### config.mk
export PLATFORM = sky130hd
export DESIGN_NAME = three_channel_ema_load_monitor
export DESIGN_NICKNAME = d
export VERILOG_FILES = /design/src/rtl/tclm_pkg.sv /design/src/rtl/tclm_front.sv /design/src/rtl/tclm_fifo.sv /design/src/rtl/tclm_back.sv /design/src/rtl/three_channel_ema_load_monitor.sv
export VERILOG_INCLUDE_DIRS = /design/src /design/src/rtl
export SDC_FILE = /design/constraint.sdc
export NUM_CORES = 1
export LEC_CHECK = 0
export ABC_AREA = 1
export BUFFER_PORTS_ARGS = -buffer_cell sky130_fd_sc_hd__buf_2
export CAP_MARGIN = 30
export CORE_UTILIZATION = 50
export DETAILED_ROUTE_END_ITERATION = 7
export GPL_TIMING_DRIVEN = 0
export PLACE_DENSITY_LB_ADDON = 0.12
export SLEW_MARGIN = 20
export SYNTH_ARGS = -nofsm -noshare
export SYNTH_HDL_FRONTEND = slang
export SYNTH_SLANG_ARGS = --single-unit
export TNS_END_PERCENT = 10
### constraint.sdc
create_clock -name clock -period 6.2 [get_ports clock]
set_clock_uncertainty 0.2 [all_clocks]
set_input_delay 0 -clock clock [delete_from_list [all_inputs] [get_ports clock]]
set_output_delay 0 -clock clock [all_outputs]
set_load 0.03 [all_outputs]
### src/rtl/three_channel_ema_load_monitor_macros.svh
// ----------------------------------------------------------------------------
// Load monitor assertion macros
// Shared concurrent assertion forms, clocked and reset-qualified by argument.
// ----------------------------------------------------------------------------
`ifndef THREE_CHANNEL_EMA_LOAD_MONITOR_MACROS_SVH
`define THREE_CHANNEL_EMA_LOAD_MONITOR_MACROS_SVH

// condition must hold at every edge outside reset
`define TCLM_ASSERT_ALWAYS(label, clk, rst, cond, msg) \
   label: assert property (@(posedge clk) disable iff (rst) (cond)) \
      else $error(msg);

// consequent must hold in the same cycle as the antecedent
`define TCLM_ASSERT_IMPL(label, clk, rst, ante, cons, msg) \
   label: assert property (@(posedge clk) disable iff (rst) (ante) |-> (cons)) \
      else $error(msg);

`endif

### src/rtl/tclm_pkg.sv
// ----------------------------------------------------------------------------
// Load monitor package
// Widths, constants, the queue entry type and small helpers.
// ----------------------------------------------------------------------------
package tclm_pkg;

   localparam int DUR_BITS      = 24;              // running average width
   localparam int IN_DUR_BITS   = 24;              // duration field width
   localparam int SUM_BITS      = DUR_BITS + 2;    // sum of three averages
   localparam int PCT_BITS      = 7;
   localparam int PCT_SCALE     = 100;
   localparam int NUM_BITS      = DUR_BITS + PCT_BITS;   // avg * 100
   localparam int DIV_BITS      = SUM_BITS + PCT_BITS - 1; // sum << 6
   localparam int AVG_OUT_BITS  = 16;
   localparam int CHUNK_BITS    = 32;
   localparam int LEVEL_BITS    = 2;
   localparam int QUEUE_DEPTH   = 2;
   localparam int QUEUE_PTR_BITS = 1;
   localparam int QUEUE_CNT_BITS = 2;

   localparam int REQ_DATA_BITS = 112;
   localparam int RSP_DATA_BITS = 96;

   typedef struct packed {
      logic [DUR_BITS-1:0]   avg_net;
      logic [DUR_BITS-1:0]   avg_cpu;
      logic [DUR_BITS-1:0]   avg_sd;
      logic [CHUNK_BITS-1:0] chunk;
      logic [LEVEL_BITS-1:0] level;
   } entry_type;

   // queue handshake between front and back
   typedef struct packed {
      logic push;
      logic full;
   } wr_ctl_type;

   typedef struct packed {
      logic pop;
      logic empty;
   } rd_ctl_type;

   function automatic logic [AVG_OUT_BITS-1:0] sat16(input logic [DUR_BITS-1:0] v);
      logic [DUR_BITS-1:0] hi;
      hi = v >> AVG_OUT_BITS;
      if (hi != '0) begin
         sat16 = '1;
      end else begin
         sat16 = AVG_OUT_BITS'(v);
      end
   endfunction

   // (3*avg + sample) >> 2
   function automatic logic [DUR_BITS-1:0] ema_step(input logic [DUR_BITS-1:0] avg,
                                                   input logic [DUR_BITS-1:0] sample);
      logic [SUM_BITS-1:0] acc;
      acc = (SUM_BITS'(avg) << 1) + SUM_BITS'(avg) + SUM_BITS'(sample);
      ema_step = DUR_BITS'(acc >> 2);
   endfunction

endpackage

### src/rtl/tclm_front.sv
// ----------------------------------------------------------------------------
// Load monitor front end
// Accepts items, updates the three running averages and queues a snapshot.
// ----------------------------------------------------------------------------
module tclm_front
   import tclm_pkg::*;
(
   input  logic                   clock,
   input  logic                   reset,
   input  logic                   in_valid,
   output logic                   in_ready,
   input  logic [IN_DUR_BITS-1:0] net_us,
   input  logic [IN_DUR_BITS-1:0] cpu_us,
   input  logic [IN_DUR_BITS-1:0] sd_us,
   input  logic [CHUNK_BITS-1:0]  chunk_number,
   input  logic [LEVEL_BITS-1:0]  signal_level,
   input  logic                   restart,
   input  logic                   q_full,
   output wr_ctl_type             q_wr,
   output entry_type              q_data
);

   logic [DUR_BITS-1:0] avg_net_ff, avg_cpu_ff, avg_sd_ff;
   logic [DUR_BITS-1:0] avg_net_in, avg_cpu_in, avg_sd_in;
   logic [DUR_BITS-1:0] net_m, cpu_m, sd_m;
   logic                seeded_ff, seeded_in;
   logic                accept;
   logic                seed;

   assign in_ready = !q_full;
   assign accept   = in_valid && in_ready;
   assign seed     = !seeded_ff || restart;

   assign net_m = DUR_BITS'(net_us);
   assign cpu_m = DUR_BITS'(cpu_us);
   assign sd_m  = DUR_BITS'(sd_us);

   always_comb begin
      avg_net_in = avg_net_ff;
      avg_cpu_in = avg_cpu_ff;
      avg_sd_in  = avg_sd_ff;
      seeded_in  = seeded_ff;
      if (accept) begin
         seeded_in = 1'b1;
         if (seed) begin
            avg_net_in = net_m;
            avg_cpu_in = cpu_m;
            avg_sd_in  = sd_m;
         end else begin
            avg_net_in = ema_step(avg_net_ff, net_m);
            avg_cpu_in = ema_step(avg_cpu_ff, cpu_m);
            avg_sd_in  = ema_step(avg_sd_ff, sd_m);
         end
      end
   end

   always_ff @(posedge clock) begin
      if (reset) begin
         avg_net_ff <= '0;
         avg_cpu_ff <= '0;
         avg_sd_ff  <= '0;
         seeded_ff  <= 1'b0;
      end else begin
         avg_net_ff <= avg_net_in;
         avg_cpu_ff <= avg_cpu_in;
         avg_sd_ff  <= avg_sd_in;
         seeded_ff  <= seeded_in;
      end
   end

   assign q_wr.push    = accept;
   assign q_wr.full    = q_full;
   assign q_data.avg_net = avg_net_in;
   assign q_data.avg_cpu = avg_cpu_in;
   assign q_data.avg_sd  = avg_sd_in;
   assign q_data.chunk   = chunk_number;
   assign q_data.level   = signal_level;

endmodule

### src/rtl/tclm_fifo.sv
// ----------------------------------------------------------------------------
// Load monitor queue
// Short register queue between the averaging front and the divider back.
// ----------------------------------------------------------------------------
module tclm_fifo
   import tclm_pkg::*;
(
   input  logic       clock,
   input  logic       reset,
   input  wr_ctl_type wr,
   input  entry_type  wr_data,
   output logic       full,
   input  logic       pop,
   output rd_ctl_type rd,
   output entry_type  rd_data
);

`include "three_channel_ema_load_monitor_macros.svh"

   entry_type                 mem_ff [QUEUE_DEPTH];
   logic [QUEUE_PTR_BITS-1:0] wptr_ff, wptr_in;
   logic [QUEUE_PTR_BITS-1:0] rptr_ff, rptr_in;
   logic [QUEUE_CNT_BITS-1:0] count_ff, count_in;
   logic                      do_push;
   logic                      do_pop;

   assign full    = (count_ff == QUEUE_CNT_BITS'(QUEUE_DEPTH));
   assign do_push = wr.push && !full;
   assign do_pop  = pop && (count_ff != '0);

   assign rd.pop   = do_pop;
   assign rd.empty = (count_ff == '0);
   assign rd_data  = mem_ff[rptr_ff];

   always_comb begin
      wptr_in  = wptr_ff;
      rptr_in  = rptr_ff;
      count_in = count_ff;
      if (do_push) begin
         wptr_in = wptr_ff + 1'b1;
      end
      if (do_pop) begin
         rptr_in = rptr_ff + 1'b1;
      end
      if (do_push && !do_pop) begin
         count_in = count_ff + 1'b1;
      end else if (do_pop && !do_push) begin
         count_in = count_ff - 1'b1;
      end
   end

   always_ff @(posedge clock) begin
      if (reset) begin
         wptr_ff  <= '0;
         rptr_ff  <= '0;
         count_ff <= '0;
      end else begin
         wptr_ff  <= wptr_in;
         rptr_ff  <= rptr_in;
         count_ff <= count_in;
      end
   end

   always_ff @(posedge clock) begin
      if (do_push) begin
         mem_ff[wptr_ff] <= wr_data;
      end
   end

   `TCLM_ASSERT_ALWAYS(a_count_bound, clock, reset, count_ff <= QUEUE_CNT_BITS'(QUEUE_DEPTH), "queue count past depth")
   `TCLM_ASSERT_IMPL(a_no_push_full, clock, reset, wr.push, !wr.full, "push into full queue")

endmodule

### src/rtl/tclm_back.sv
// ----------------------------------------------------------------------------
// Load monitor back end
// Pops a snapshot, forms the load share with a bit-serial divider, reports.
// ----------------------------------------------------------------------------
module tclm_back
   import tclm_pkg::*;
(
   input  logic                    clock,
   input  logic                    reset,
   input  rd_ctl_type              q_rd,
   input  entry_type               q_data,
   output logic                    q_pop,
   output logic                    out_valid,
   input  logic                    out_ready,
   output logic [CHUNK_BITS-1:0]   report_chunk,
   output logic [AVG_OUT_BITS-1:0] net_average,
   output logic [AVG_OUT_BITS-1:0] cpu_average,
   output logic [AVG_OUT_BITS-1:0] sd_average,
   output logic [LEVEL_BITS-1:0]   report_level,
   output logic [PCT_BITS-1:0]     load_percent
);

`include "three_channel_ema_load_monitor_macros.svh"

   localparam logic [1:0] S_IDLE = 2'd0;
   localparam logic [1:0] S_CALC = 2'd1;
   localparam logic [1:0] S_DIV  = 2'd2;
   localparam logic [1:0] S_FIN  = 2'd3;
   localparam logic [2:0] LAST_BIT = 3'(PCT_BITS - 1);

   logic [1:0]            state_ff, state_in;
   entry_type             work_ff;
   logic [NUM_BITS-1:0]   rem_ff;
   logic [DIV_BITS-1:0]   dsh_ff;
   logic [PCT_BITS-1:0]   quo_ff;
   logic [2:0]            bit_ff;
   logic                  zero_ff;
   logic [SUM_BITS-1:0]   sum;
   logic [DIV_BITS:0]     rem_ext;
   logic [DIV_BITS:0]     trial;
   logic                  fits;
   logic                  out_load;
   logic [PCT_BITS-1:0]   pct;

   logic                    out_valid_ff;
   logic [CHUNK_BITS-1:0]   chunk_ff;
   logic [AVG_OUT_BITS-1:0] net_ff, cpu_ff, sd_ff;
   logic [LEVEL_BITS-1:0]   level_ff;
   logic [PCT_BITS-1:0]     pct_ff;

   assign q_pop = (state_ff == S_IDLE) && !q_rd.empty;
   assign sum   = SUM_BITS'(work_ff.avg_net) + SUM_BITS'(work_ff.avg_cpu)
                + SUM_BITS'(work_ff.avg_sd);

   // restoring divide: quotient never exceeds 100, so seven steps suffice
   assign rem_ext = (DIV_BITS + 1)'(rem_ff);
   assign trial   = (DIV_BITS + 1)'(dsh_ff);
   assign fits    = (rem_ext >= trial);

   assign out_load = (state_ff == S_FIN) && (!out_valid_ff || out_ready);
   assign pct      = zero_ff ? '0 : quo_ff;

   always_comb begin
      state_in = state_ff;
      unique case (state_ff)
         S_IDLE: begin
            if (!q_rd.empty) begin
               state_in = S_CALC;
            end
         end
         S_CALC: state_in = S_DIV;
         S_DIV: begin
            if (bit_ff == '0) begin
               state_in = S_FIN;
            end
         end
         S_FIN: begin
            if (out_load) begin
               state_in = S_IDLE;
            end
         end
         default: state_in = S_IDLE;
      endcase
   end

   always_ff @(posedge clock) begin
      if (reset) begin
         state_ff     <= S_IDLE;
         out_valid_ff <= 1'b0;
      end else begin
         state_ff <= state_in;
         if (out_load) begin
            out_valid_ff <= 1'b1;
         end else if (out_ready) begin
            out_valid_ff <= 1'b0;
         end
      end
   end

   always_ff @(posedge clock) begin
      if (q_pop) begin
         work_ff <= q_data;
      end
      if (state_ff == S_CALC) begin
         rem_ff  <= NUM_BITS'(work_ff.avg_cpu) * NUM_BITS'(PCT_SCALE);
         dsh_ff  <= DIV_BITS'(sum) << (PCT_BITS - 1);
         zero_ff <= (sum == '0);
         quo_ff  <= '0;
         bit_ff  <= LAST_BIT;
      end
      if (state_ff == S_DIV) begin
         if (fits) begin
            rem_ff <= NUM_BITS'(rem_ext - trial);
         end
         quo_ff <= {quo_ff[PCT_BITS-2:0], fits};
         dsh_ff <= dsh_ff >> 1;
         bit_ff <= bit_ff - 1'b1;
      end
      if (out_load) begin
         chunk_ff <= work_ff.chunk;
         net_ff   <= sat16(work_ff.avg_net);
         cpu_ff   <= sat16(work_ff.avg_cpu);
         sd_ff    <= sat16(work_ff.avg_sd);
         level_ff <= work_ff.level;
         pct_ff   <= pct;
      end
   end

   assign out_valid    = out_valid_ff;
   assign report_chunk = chunk_ff;
   assign net_average  = net_ff;
   assign cpu_average  = cpu_ff;
   assign sd_average   = sd_ff;
   assign report_level = level_ff;
   assign load_percent = pct_ff;

   `TCLM_ASSERT_IMPL(a_pct_range, clock, reset, out_load, pct <= PCT_BITS'(PCT_SCALE), "load share above 100")
   `TCLM_ASSERT_IMPL(a_pop_idle, clock, reset, q_rd.pop, state_ff == S_IDLE, "queue pop while divider busy")
   `TCLM_ASSERT_IMPL(a_div_count, clock, reset, state_ff == S_DIV, bit_ff <= LAST_BIT, "divider step count out of range")

endmodule

### src/rtl/three_channel_ema_load_monitor.sv
// Items: the back end pops, sets up, runs the 7-step serial divider and reports one
//   item at a time; a 2-entry queue lets the front take items while the divider works.
// Reset: synchronous, active high; clears averages, seed flag, queue and valids.
// ----------------------------------------------------------------------------
// Three channel EMA load monitor
// Tracks network, processing and storage averages and reports the load share.
// ----------------------------------------------------------------------------
module three_channel_ema_load_monitor
   import tclm_pkg::*;
(
   input  logic                     clock,
   input  logic                     reset,
   input  logic                     req_tvalid,
   output logic                     req_tready,
   // net_us[23:0], cpu_us[47:24], sd_us[71:48], chunk_number[103:72],
   // signal_level[105:104], zero fill
   input  logic [REQ_DATA_BITS-1:0] req_tdata,
   // restart[0]
   input  logic [0:0]               req_tuser,
   output logic                     rsp_tvalid,
   input  logic                     rsp_tready,
   // report_chunk[31:0], net_average[47:32], cpu_average[63:48],
   // sd_average[79:64], report_level[81:80], load_percent[88:82], zero fill
   output logic [RSP_DATA_BITS-1:0] rsp_tdata
);

   wr_ctl_type              q_wr;
   rd_ctl_type              q_rd;
   entry_type               q_wdata;
   entry_type               q_rdata;
   logic                    q_full;
   logic                    q_pop;
   logic [CHUNK_BITS-1:0]   report_chunk;
   logic [AVG_OUT_BITS-1:0] net_average, cpu_average, sd_average;
   logic [LEVEL_BITS-1:0]   report_level;
   logic [PCT_BITS-1:0]     load_percent;

   tclm_front u_front (
      .clock        (clock),
      .reset        (reset),
      .in_valid     (req_tvalid),
      .in_ready     (req_tready),
      .net_us       (req_tdata[23:0]),
      .cpu_us       (req_tdata[47:24]),
      .sd_us        (req_tdata[71:48]),
      .chunk_number (req_tdata[103:72]),
      .signal_level (req_tdata[105:104]),
      .restart      (req_tuser[0]),
      .q_full       (q_full),
      .q_wr         (q_wr),
      .q_data       (q_wdata)
   );

   tclm_fifo u_fifo (
      .clock   (clock),
      .reset   (reset),
      .wr      (q_wr),
      .wr_data (q_wdata),
      .full    (q_full),
      .pop     (q_pop),
      .rd      (q_rd),
      .rd_data (q_rdata)
   );

   tclm_back u_back (
      .clock        (clock),
      .reset        (reset),
      .q_rd         (q_rd),
      .q_data       (q_rdata),
      .q_pop        (q_pop),
      .out_valid    (rsp_tvalid),
      .out_ready    (rsp_tready),
      .report_chunk (report_chunk),
      .net_average  (net_average),
      .cpu_average  (cpu_average),
      .sd_average   (sd_average),
      .report_level (report_level),
      .load_percent (load_percent)
   );

   assign rsp_tdata = {7'd0, load_percent, report_level, sd_average, cpu_average,
                       net_average, report_chunk};

endmodule

==> impl_metrics.tcl, run 1 <==
set metrics [dict create \
    post-route-drc-count 0 \
    start_util_pct 50.96 \
    globalRouteOverflowTotal 0 \
    reg2regPathDepth 16 \
    max_cap_viols 0 \
    fmax_ghz 0.2440 \
    synth_compound_area_share_pct 9.348 \
    timing.max_slew.rel_slack_pct 34.86 \
    crit_path_top_delay_cell "edfxtp_1" \
    core-area_sq_mm 0.06493 \
    ioPinCount 215 \
    synth_sequential_area_ratio_pct 47.53 \
    synth_top_family_by_area "simple AND/OR/NAND/NOR gates" \
    finalMaxSlewViolations 0 \
    first_pass_grt_wire_length_mm 143.6 \
    crit_path_max_incr_delay_ns 0.70 \
    path_cells "ha_1 -> ha_1 -> inv_1 -> fa_1 -> inv_1 -> ha_1 -> a21oi_1 -> inv_1 -> nand2_1 -> nand3_1 -> a21oi_1 -> o21ai_0 -> nand2_1 -> nand2_1 -> o21ai_0 -> nand2_1" \
    clock_tree_from_tritoncts "done" \
    post_route_clock_period_utilization_pct 66.09 \
    synth.top_cells.by_area "edfxtp_1 41%, nand2_1 13%, ha_1 8.0%" \
    worstPathRequired_ns 6.53 \
    postCtsSetupBuffers 0 \
    cts.htree.levels 2 \
    unrepaired_setup_endpoints_after_global_routing "no" \
    syn_inst 3726 \
    grt_antenna_before_repair 1 \
    worstPathArrival_ns 4.42 \
    worst_slew_pin_slew_ns 0.9771 \
    clock-sinks 561 \
    die_width_um 259.2 \
    grt_max_degree 78 \
    final_net_count 4626 \
    postSynthAreaPerCell_sq_um 8.880 \
    firstDrtPassIters 6 \
    die_area_sq_mm 0.06721 \
    timing.critical_path.depth 16 \
    crit_type "reg -> reg" \
    post_synth_fa_ha_maj_area_fraction_pct 15.06 \
    drt_iter0_drc 2168 \
    insertion_delay_ns 0.65 \
    critical_path.startpoint_type "flop" \
    synth.area.mux_share_pct 0 \
    number_of_global_route_vias_before_repair 25490 \
    ys_warn_count 0 \
    area_growth_pct 18.76 \
    cp_common_cell "nand2_1" \
    postRouteAntennaNets 0 \
    critPathCaptureType "flop" \
    finalWorstPathRequiredPeriod_ns 4.098 \
    floorplan.die.height_um 259.2 \
    synth_cell_types 47 \
    worst_path_dominant_cell_family "adder cells" \
    worst-path-max-fanout 5 \
    cts_bufs_inserted 60 \
    area_leader_netlist "edfxtp_1" \
    yosys.area_share.xor_xnor_pct 1.509 \
    critical_path_buf_inv_count 3 \
    track_usage_pct 27.98 \
    placement.io_buffers 200 \
    ctsRootBufferMaster "clkbuf_16" \
    cts.reportedPaths.clkPinSlew_ns 0.07 \
    outcome "complete, no violations" \
    synth_simple_gate_area_share_pct 20.25 \
    placement.setup.worst_slack_ns 2.129 \
    worst_slack_ns 2.102 \
    holdWs_ns 0.04716 \
    mappedNetlistArea_sq_mm 0.03309 \
    ys_seq_elements 561 \
    dp_hpwl_mm 72.25 \
    hold_viol 0 \
    min_path_type "in -> reg" \
    avgViaCountPerCell 5.217 \
    post_route_cells_drive_above_1_share_pct 8.670 \
    num-fill-cells 5703 \
    synthDominantCellAreaShare_pct 40.75 \
    min_delay_path_depth 6 \
    num_rows 93 \
    final-setup-viol-count 0 \
    globalplace.congestion 0.9702 \
    vias 26550 \
    clock_tree.buffer_depth 3 \
    routed_wire_length_per_instance_um 18.42 \
    routed_wl_mm 93.77 \
]
==> flip-flops by register name, indices dropped and copies added, names as in the netlist, 2 cells and up <==
register and flops:
u_back.bit_ff 3, u_back.quo_ff 7, u_front.avg_net_ff 24, u_back.rem_ff 31, u_back.sd_average 16, u_back.state_ff 2
u_back.work_ff 106, u_back.load_percent 7, u_back.net_average 16, u_back.report_chunk 32, u_back.cpu_average 16, u_back.dsh_ff 32
u_back.report_level 2, u_fifo.mem_ff 212, u_front.avg_cpu_ff 24, u_front.avg_sd_ff 24, u_fifo.count_ff 2
==> area by class of cell <==
class / count / area (sq um) / share of cell area, %
sequential: 561 / 15730 / 40.02
multi-input combinational: 2634 / 15330 / 39.01
timing repair buffer: 387 / 3117 / 7.932
inverter: 443 / 1668 / 4.245
clock buffer: 79 / 1583 / 4.028
tap: 855 / 1070 / 2.723
buffer: 94 / 421.7 / 1.073
clock inverter: 35 / 375.4 / 0.9553
antenna: 2 / 5.005 / 0.01274
==> metrics by stage <==
step,instance area (sq um),utilization (%),setup TNS (ns),instances
global route,39290,60.51,0,5089
CTS,39290,60.51,0,5088
finish,39290,60.52,0,5090
floorplan,33110,-,-21.22,3732
detailed placement,35630,54.87,0,4804
global placement,35180,54.19,-577.26,4787
==> path summary, 6_finish.rpt <==
kind | start | end | slack, ns
worst min-delay path | req_tvalid | u_front.avg_net_ff[0] | 0.05
worst max register to register | u_back.work_ff[64] | u_back.rem_ff[26] | 2.10
worst max-delay path | u_back.work_ff[64] | u_back.rem_ff[26] | 2.10
worst min register to register | u_back.work_ff[15] | u_back.report_chunk[13] | 0.22
==> worst register-to-register path: stages (launching register included) <==
cell,delay [ns]
edfxtp_1,0.70
ha_1,0.35
ha_1,0.28
inv_1,0.05
fa_1,0.55
inv_1,0.06
ha_1,0.35
a21oi_1,0.20
inv_1,0.06
nand2_1,0.09
nand3_1,0.19
a21oi_1,0.35
o21ai_0,0.22
nand2_1,0.10
nand2_1,0.04
o21ai_0,0.17
nand2_1,0.07
==> what timing repair did <==
action                    in CTS  in global routing
hold endpoints to repair     339                  0
gates resized for setup        0                  0
hold buffers                 170                  0
==> cells in the final DEF, fill, tap and decap left out, drive strengths merged, types with 14 or more instances in the layout <==
cell type	netlist	routed
xnor2	18	18
a21oi	289	289
edfxtp	449	449
a211oi	14	14
nand3	120	120
nand4	27	27
clkinv	1	22
o211ai	20	20
ha	211	211
nor3	31	31
nand2	1144	1144
o21ai	196	196
dlygate4sd3	0	170
buf	26	243
inv	442	448
xor2	39	39
fa	117	117
a21o	16	16
clkbuf	68	147
nor2	318	318
dfxtp	112	112
==> synth_stat cells, drive strengths merged <==
library cell,instances
clkinv,1
and2,2
o221ai,1
xnor2,18
edfxtp,449
a21o,16
buf,26
nand3,120
inv,442
a2111oi,3
a21boi,3
conb,1
o211ai,20
or2,8
a21oi,289
a31oi,6
nor3,31
fa,117
nand3b,9
a211o,1
nor3b,1
nor2b,3
clkbuf,68
o21bai,6
a211oi,14
ha,211
nand2,1144
dfxtp,112
xor2,39
o22ai,1
nor4,12
o21a,8
nand4,27
o21ai,196
o31ai,3
nor2,318
==> kinds of logic (layout without fill, tap and decap cells) <==
family | Yosys count | count (layout)
simple gates | 1675 | 1675
compound gates | 567 | 567
other cells | 1 | 9
xor+xnor | 57 | 57
flops | 561 | 561
buf+inv | 537 | 1038
fa+ha+maj | 328 | 328
==> routing by layer <==
layer | GRT usage [%] | vias to the layer above | wire (um)
met5 | 0 | - | 0
met4 | 8.448 | 0 | 2536
met3 | 2.724 | 120 | 4797
met2 | 46.75 | 690 | 44470
met1 | 38.60 | 12500 | 41970
li1 | - | 13240 | -
Power of run 1 is not shown: default switching activity piles up to over one toggle a cycle in this logic, so the estimate is an artifact.
==> inputs of run 2 (changes only) <==
--- a/config.mk
+++ b/config.mk
@@ -6,7 +6,7 @@
 export SDC_FILE = /design/constraint.sdc
 export NUM_CORES = 1
 export LEC_CHECK = 0
-export ABC_AREA = 1
+export ABC_AREA = 0
 export BUFFER_PORTS_ARGS = -buffer_cell sky130_fd_sc_hd__buf_2
 export CAP_MARGIN = 30
 export CORE_UTILIZATION = 50
==> constraint.sdc (replaced) <==
create_clock -name clock -period 3.9 [get_ports clock]
set_clock_uncertainty 0.2 [all_clocks]
set_input_delay 0 -clock clock [delete_from_list [all_inputs] [get_ports clock]]
set_output_delay 0 -clock clock [all_outputs]
set_load 0.03 [all_outputs]
==> impl_metrics.tcl, run 2 <==
set metrics [dict create \
    worst-path-max-fanout 2 \
    floorplan.die.height_um 252.4 \
    hold_viol 0 \
    layout_commonest_cell "edfxtp_1" \
    placement.io_buffers 200 \
    ys_seq_elements 561 \
    largest_reg_flops 212 \
    mappedNetlistArea_sq_mm 0.03134 \
    globalRouteOverflowTotal 0 \
    layout_common_cells "449 x edfxtp_1, 203 x buf_2, 181 x nand2_1, 178 x ha_1" \
    cts.htree.levels 2 \
    ys_warn_count 0 \
    routed_wl_mm 87.87 \
    post_route_cells_drive_above_1_share_pct 22.22 \
    max_cap_viols 0 \
    area_leader_netlist "edfxtp_1" \
    worstPathRequired_ns 4.12 \
    number_of_global_route_vias_before_repair 23140 \
    fmax_ghz 0.2345 \
    biggestRegsByFlops "u_fifo.mem_ff: 212 flops, u_back.work_ff: 106 flops" \
    synthArstFlopShare_pct 0 \
    num_rows 91 \
    timing.reg2reg.setup_slack_ns -0.36 \
    die_width_um 252.4 \
    track_usage_pct 27.51 \
    finalWorstPathRequiredPeriod_ns 4.264 \
    crit_type "reg -> reg" \
    synth_simple_gate_area_share_pct 10.65 \
    vias 22820 \
    worst_slack_ns -0.3635 \
    finalMaxSlewViolations 0 \
    first_pass_grt_wire_length_mm 132.2 \
    die_area_sq_mm 0.06369 \
    final_net_count 3617 \
    synth_compound_area_share_pct 11.69 \
    num-fill-cells 4783 \
    critPathCaptureType "flop" \
    synth_cell_types 79 \
    post_synth_fa_ha_maj_area_fraction_pct 15.90 \
    synth_sequential_area_ratio_pct 50.17 \
    core-area_sq_mm 0.06183 \
    final-setup-viol-count 20 \
    drt_iter0_drc 1413 \
    holdWs_ns 0.05773 \
    synth_top_family_by_area "adder cells" \
    outcome "complete, but fails checks" \
    post_route_clock_period_utilization_pct 109.3 \
    post-route-drc-count 0 \
    grt_max_degree 65 \
    insertion_delay_ns 0.64 \
    unrepaired_setup_endpoints_after_global_routing "yes" \
    synth_top_cells_by_count "449 x edfxtp_1, 211 x ha_1, 182 x nand2_1, 170 x inv_1, 162 x a21oi_1" \
    clock-sinks 561 \
    ys.flop_type "edfxtp_1" \
    clock_tree.buffer_depth 3 \
    synth.top_cells.by_area "edfxtp_1 43%, ha_1 8.4%, fa_1 7.5%" \
    critical_path.startpoint_type "flop" \
    synthDominantCellAreaShare_pct 43.02 \
    cts_bufs_inserted 61 \
    postRouteAntennaNets 0 \
    multi_input_area_sq_mm 0.01570 \
    ioPinCount 215 \
    routed_wire_length_per_instance_um 21.64 \
    dp_hpwl_mm 64.61 \
    area_growth_pct 24.22 \
    globalplace.congestion 0.9320 \
    avgViaCountPerCell 5.621 \
    register_area_sq_mm 0.01573 \
    timing.max_slew.rel_slack_pct 30.06 \
    postSynthAreaPerCell_sq_um 11.75 \
    clock_tree_from_tritoncts "done" \
    grt_antenna_before_repair 2 \
    yosys.area_share.xor_xnor_pct 3.242 \
    ctsRootBufferMaster "clkbuf_16" \
    start_util_pct 50.69 \
    cts.reportedPaths.clkPinSlew_ns 0.06 \
    synthMostInstantiatedCell "edfxtp_1" \
    worstPathArrival_ns 4.49 \
    syn_inst 2667 \
    largest_register "u_fifo.mem_ff" \
    synth-edff-count 449 \
    min_path_type "in -> reg" \
    firstDrtPassIters 5 \
    worst_slew_pin_slew_ns 1.049 \
    synth.area.mux_share_pct 5.134 \
    violations "setup timing" \
]
==> run 2: kinds of logic (layout without fill, tap and decap cells) <==
group,count (synthesis),in the layout
adders and majority gates,328,328
muxes,147,147
and+or+nand+nor,681,681
other,1,8
DFF,561,561
AOI/OAI and AO/OA,573,573
xor gates and xnor gates,116,116
buffers and inverters,260,809
==> run 2: cell type report <==
type                            instances  area share, %
Inverter                              171          1.661
Clock buffer                           75          4.184
Timing Repair Buffer                  437          8.777
Multi-Input combinational cell       1852          40.33
Tap cell                              837          2.690
Buffer                                 88         0.9320
Antenna cell                            1       0.006427
Sequential cell                       561          40.41
Clock inverter                         38          1.003
==> run 2: per-layer routing <==
metal	up-vias	share of wire [%]	global-route usage [%]	routed length, um
met5	-	0	0	0
met4	0	3.5	9.801	3047
met3	158	4.5	3.378	3978
met2	640	50	47.88	43570
met1	11270	42	35.29	37280
li1	10750	-	-	-
==> run 2: critical path, cell delays in order, from the launching register on <==
cell,delay [ns]
edfxtp_1,0.35
inv_2,0.05
fa_1,0.54
inv_2,0.04
ha_4,0.16
fa_2,0.36
a211o_1,0.33
a31o_1,0.26
a2111o_1,0.43
a311o_1,0.41
a21o_1,0.19
a21oi_2,0.14
xnor2_1,0.17
nand4_1,0.18
nor4_4,0.23
==> run 2: final timing paths <==
check | cells past startpoint | end | from
max | 14 | u_back.zero_ff | u_back.work_ff[83]
min | 4 | u_front.avg_cpu_ff[20] | req_tdata[44]
max reg2reg | 14 | u_back.zero_ff | u_back.work_ff[83]
min reg2reg | 0 | u_back.report_chunk[9] | u_back.work_ff[11]
==> run 2: through the flow <==
step	util [%]	cells	cell area, sq um	worst slack (ns)	TNS [ns]
after floorplan	-	2673	31370	-0.1436	-7.029
after global placement	54.06	3710	33420	-1.612	-517.10
after detailed placement	54.64	3724	33780	-1.190	-32.87
after CTS	62.21	4045	38460	-0.4244	-9.446
after global routing	62.97	4060	38930	-0.4912	-5.371
final	62.97	4060	38930	-0.3635	-2.018
==> run 2: repair_timing <==
| item | in CTS | in global routing |
|---|---|---|
| setup endpoints to repair | 174 | 85 |
| gates resized for setup | 138 | 79 |
| endpoints found under the hold margin | 343 | 0 |
| hold buffers | 149 | 0 |
| setup buffers | 60 | 12 |
| pin swaps | 77 | 40 |
Power of run 2 is left out for the same reason.
